<file path="src/sv/small_turing_machine_runner_top_defines.svh">
// Assertion macros shared by the small Turing machine runner RTL.
// Included by the top level; relies on no other file.
`ifndef SMALL_TURING_MACHINE_RUNNER_TOP_DEFINES_SVH
`define SMALL_TURING_MACHINE_RUNNER_TOP_DEFINES_SVH

// Same-cycle implication, checked only outside reset.
`define STMR_ASSERT_NOW(label, clk, rstn, ante, cons, msg) \
    label: assert property (@(posedge clk) disable iff (!rstn) (ante) |-> (cons)) \
        else $error(msg);

// Next-cycle implication, checked only outside reset.
`define STMR_ASSERT_NEXT(label, clk, rstn, ante, cons, msg) \
    label: assert property (@(posedge clk) disable iff (!rstn) (ante) |=> (cons)) \
        else $error(msg);

`endif

</file>
<file path="src/sv/stmr_pkg.sv">
// Shared types and constants for the small Turing machine runner.
// Used by the controller, the datapath and the top level; depends on nothing.
`default_nettype none

package stmr_pkg;

    localparam int NUM_W        = 22;
    localparam int DIGITS       = 6;
    localparam int DIGIT_W      = 4;
    localparam int DIGIT_IDX_W  = 3;
    localparam int RADIX        = 12;
    localparam int MSTATE_W     = 2;
    localparam int MSTATE_MAX   = 2;
    localparam int DIR_BIT      = 0;
    localparam int SYM_BIT      = 1;

    // Quotient by twelve as (v * RECIP) >> RECIP_SHIFT, exact for all 22-bit v.
    localparam int RECIP_W      = 22;
    localparam logic [RECIP_W-1:0] RECIP = 22'd2796203;
    localparam int RECIP_SHIFT  = 25;
    localparam int PROD_W       = NUM_W + RECIP_W;

    localparam int STEPS_W      = 6;
    localparam int LEN_W        = 6;
    localparam int BITS_W       = 33;
    localparam int S_TDATA_W    = 24;
    localparam int M_TDATA_W    = 48;
    localparam int M_TUSER_W    = 1;

    typedef enum logic [1:0] {
        ST_IDLE,
        ST_DECODE,
        ST_RUN,
        ST_DONE
    } ctrl_state_t;

    typedef struct packed {
        logic load_item;
        logic decode_step;
        logic run_step;
        logic load_result;
    } ctrl_cmd_t;

    typedef struct packed {
        logic decode_last;
        logic halt_now;
        logic last_step;
        logic out_free;
    } dp_status_t;

endpackage

`default_nettype wire

</file>
<file path="src/sv/stmr_ctrl.sv">
// Sequencer for the small Turing machine runner: accept, decode, run, report.
// Depends on stmr_pkg for the state type and the command and status structs.
`default_nettype none

module stmr_ctrl (
    input  wire                 aclk,
    input  wire                 aresetn,
    input  wire                 s_tvalid,
    output logic                s_tready,
    input  stmr_pkg::dp_status_t status,
    output stmr_pkg::ctrl_cmd_t cmd
);
    import stmr_pkg::*;

    ctrl_state_t state_reg;
    ctrl_state_t state_next;

    always_ff @(posedge aclk) begin
        if (!aresetn) begin
            state_reg <= ST_IDLE;
        end else begin
            state_reg <= state_next;
        end
    end

    always_comb begin
        state_next = state_reg;
        case (state_reg)
            ST_IDLE: begin
                if (s_tvalid) begin
                    state_next = ST_DECODE;
                end
            end
            ST_DECODE: begin
                if (status.decode_last) begin
                    state_next = ST_RUN;
                end
            end
            ST_RUN: begin
                if (status.halt_now || status.last_step) begin
                    state_next = ST_DONE;
                end
            end
            ST_DONE: begin
                if (status.out_free) begin
                    state_next = ST_IDLE;
                end
            end
            default: begin
                state_next = ST_IDLE;
            end
        endcase
    end

    always_comb begin
        s_tready        = 1'b0;
        cmd             = '0;
        case (state_reg)
            ST_IDLE: begin
                s_tready      = 1'b1;
                cmd.load_item = s_tvalid;
            end
            ST_DECODE: begin
                cmd.decode_step = 1'b1;
            end
            ST_RUN: begin
                cmd.run_step = 1'b1;
            end
            ST_DONE: begin
                cmd.load_result = status.out_free;
            end
            default: begin
                s_tready = 1'b0;
            end
        endcase
    end

endmodule

`default_nettype wire

</file>
<file path="config.mk">
export PLATFORM = sky130hd
export DESIGN_NAME = stmr_ctrl
export DESIGN_NICKNAME = d
export VERILOG_FILES = /design/src/sv/small_turing_machine_runner_top_defines.svh /design/src/sv/stmr_pkg.sv /design/src/sv/stmr_ctrl.sv
export SDC_FILE = /design/constraint.sdc
export NUM_CORES = 1
export LEC_CHECK = 0
export BUFFER_PORTS_ARGS = -buffer_cell sky130_fd_sc_hd__buf_2
export CORE_AREA = 2 2 39 41
export DETAILED_ROUTE_END_ITERATION = 16
export DIE_AREA = 0 0 41 43
export PLACE_DENSITY = 0.42
export RECOVER_POWER = 25
export SLEW_MARGIN = 40
export SYNTH_ARGS = -nofsm -noshare
export SYNTH_HDL_FRONTEND = slang
export SYNTH_SLANG_ARGS = --single-unit
export TNS_END_PERCENT = 50
</file>
<file path="constraint.sdc">
create_clock -name aclk -period 1.8 [get_ports aclk]
set_input_delay 0.27 -clock aclk [delete_from_list [all_inputs] [get_ports aclk]]
set_output_delay 0.27 -clock aclk [all_outputs]
set_load 0.05 [all_outputs]
</file>
==> summary.md <==
| Metric | Value |
|---|---|
| Layout cell share with drive strength beyond 1 | `52.9%` |
| Worst flop-to-flop path endpoint | `state_reg[1]` |
| Net count after synthesis | `31` |
| Total number of placement rows | `14` |
| CTS sink count | `2` |
| Number of flip-flops under the largest register name | `2` |
| Leading cell type in the layout, fill and taps excluded | `sky130_fd_sc_hd__buf_2` |
| First-pass DRT Iterations | `2` |
| DRC violation total after the first TritonRoute iteration | `2` |
| Antenna violations before repair | `0` |
| Largest fanout on the critical path | `4` |
| Hold Crit Start | `aresetn` |
| Post-synthesis sequential area ratio | `18.9%` |
| Met1 capacity usage during global routing | `6.75%` |
| Endpoint class of the critical path | `primary output` |
| Post-synthesis to final-layout area growth | `45.6%` |
| Die Ht | `43 µm` |
| Clock buffer depth | `2` |
| Number of cells traversed by the worst register-to-register path | `5` |
| Worst Hold Path EP | `state_reg[1]` |
| Cells after synthesis | `20` |
| Setup TNS | `0 ns` |
| Total of max-cap violations | `0` |
| Antenna cells | `0` |
| Area share of the leading cell type in the synthesized netlist | `23.7%` |
| Pin slew with the least headroom to its limit | `0.590 ns` |
| Die span in x | `41 µm` |
| Register clock-pin slew on the reported worst setup and hold paths | `0.03 ns` |
| Worst path arrival time | `1.31 ns` |
| Maximum number of pins on one net before global-route repair | `5` |
| Routed WL per cell | `8.42 µm` |
| Met3 Resource Use GR | `0%` |
| Number of nets in the finished design | `47` |
| Post-synthesis average cell area | `10.6 µm²` |
| LEAKAGE | `0.000152 µW` |
| Time the final worst path needs with I/O delays and setup | `1.58 ns` |
| Minimum setup slack among reg-to-reg paths | `0.36 ns` |
| Startpoint of the most critical register-to-register path | `state_reg[0]` |
| Total clock buffers created by CTS | `3` |
| Source-to-sink clock delay at the later pin of the worst-skew pair | `0.22 ns` |
| Max Clock Skew | `0.000235 ns` |
| Initial cell density of the core | `15.3%` |
| Flip-flop and latch count after synthesis | `2` |
| Summed instance area of the synthesized netlist | `211 µm²` |
| Data required time of the worst path | `1.53 ns` |
| DIE AREA | `1760 µm²` |
| Post-CTS repair timing setup buffer count | `0` |
| Total number of yosys warnings | `0` |
| Number of max-slew violations in the final report | `0` |
| Number of top-level pins | `12` |
| Aggregate global-route resource usage | `4.92%` |
| Final setup viols | `0` |
| Number of enable-type register cells in the synthesized netlist | `0` |
| Most used DFF post-synth | `sky130_fd_sc_hd__dfxtp_1` |
| Setup slack at placement | `0.356 ns` |
| Tightest Hold Check Type | `primary input to register` |
| FFs w/ async S/R, synth | `0%` |
| Critical path class | `register to primary output` |
| Count of hold-fix buffers inserted at cts | `0` |
| Drc violations | `0` |
| Layer with the highest usage after global routing | `met4` |
| Global-route wire length before repair | `531 µm` |
| Worst setup margin | `0.221 ns` |
| Clock tree root driver cell | `sky130_fd_sc_hd__clkbuf_4` |
| Number of H-tree levels | `1` |
| Final worst-path cycle share | `87.7%` |
| Launching element type of the critical path | `register` |
| Result of the run | `completed` |
| Routability-driven placement congestion ratio | `0.661` |
| Antenna-violating nets left | `0` |
| Placeable Area | `1380 µm²` |
| Worst hold stages | `3` |
| Max rail drop VDD | `0.000585 V` |
| Vias in the first global route | `148` |
| TritonCTS clock tree | `built` |
| Max transition margin | `60.8%` |
| Met2 track demand over resource in global routing | `5.00%` |
| CTS resizes | `0` |
| Cell taking the most area after synthesis | `sky130_fd_sc_hd__ha_1` |
| Timing-limited maximum frequency | `633 MHz` |
| Areal power density over the cells | `1950 nW/µm²` |
| Unrepaired setup endpoints after global routing | `no` |
| Final Routed Wirelength | `421 µm` |
| Residual overflow from global routing | `0` |
| Post-detail-place hpwl | `352 µm` |
| Synth unique cells | `14` |
| Number of vias per cell | `3.56` |
| Final hold violation count | `0` |
| Top cells by area, synth | `sky130_fd_sc_hd__ha_1 (24%), sky130_fd_sc_hd__dfxtp_1 (19%), sky130_fd_sc_hd__nor4_4 (10%)` |
| Via count | `178` |
| Most used cells in the layout excluding fill and tap cells | `sky130_fd_sc_hd__buf_2 (10), sky130_fd_sc_hd__ha_1 (4), sky130_fd_sc_hd__clkbuf_4 (3)` |
| Number of input and output port buffers inserted | `11` |
## metrics by stage
stage	instances	hold slack [ns]	power (µW)	cell area (µm²)	util, %
after floorplan	20	0.416	438	211	-
after global placement	47	0.489	509	287	20.7
after detailed placement	47	0.501	509	287	20.7
after CTS	50	0.328	615	309	22.3
after global routing	50	0.343	642	308	22.2
final	50	0.338	600	308	22.2
## cell type report
class / instances / area, µm²
Fill cell: 149 / 1080
Multi-Input combinational cell: 16 / 164
Inverter: 2 / 7.51
Timing Repair Buffer: 11 / 53.8
Tap cell: 16 / 20.0
Sequential cell: 2 / 40.0
Clock buffer: 3 / 22.5
## where the power goes
part           internal, µW  switching, µW
registers              65.6           20.9
logic                   144            272
clock network          73.5           24.6
## worst max-delay path, cell delays in order, from the launching register on
cell                      delay (ns)
sky130_fd_sc_hd__dfxtp_1        0.37
sky130_fd_sc_hd__inv_1          0.09
sky130_fd_sc_hd__ha_1           0.25
sky130_fd_sc_hd__and2_2         0.18
sky130_fd_sc_hd__buf_2          0.20
## kinds of logic after synthesis
family	Yosys count	share of synthesized area, %
simple gates	9	40.2
fa+ha+maj	4	23.7
compound gates	2	8.88
mux	1	4.73
buf+inv	2	3.55
flops	2	18.9
## worst max-delay path by stage
stage / startpoint / to
after floorplan: state_reg[1] / state_reg[0]
after global placement: state_reg[0] / state_reg[1]
after detailed placement: state_reg[0] / state_reg[1]
after CTS: state_reg[0] / cmd[3]
after global routing: state_reg[0] / cmd[3]
final: state_reg[0] / cmd[3]
## synthesized netlist by cell type (2+ instances only)
| cell type | number |
|---|---|
| sky130_fd_sc_hd__inv_1 | 2 |
| sky130_fd_sc_hd__ha_1 | 4 |
| sky130_fd_sc_hd__nand2_1 | 2 |
| sky130_fd_sc_hd__dfxtp_1 | 2 |
## layer usage
metal | up-vias | wire length (µm) | share of wire (%)
met5 | - | 0 | 0
met4 | 0 | 0 | 0
met3 | 0 | 48 | 11
met2 | 12 | 149 | 35
met1 | 71 | 224 | 53
li1 | 95 | - | -
Note: power is estimated with default switching activity, not from simulation.
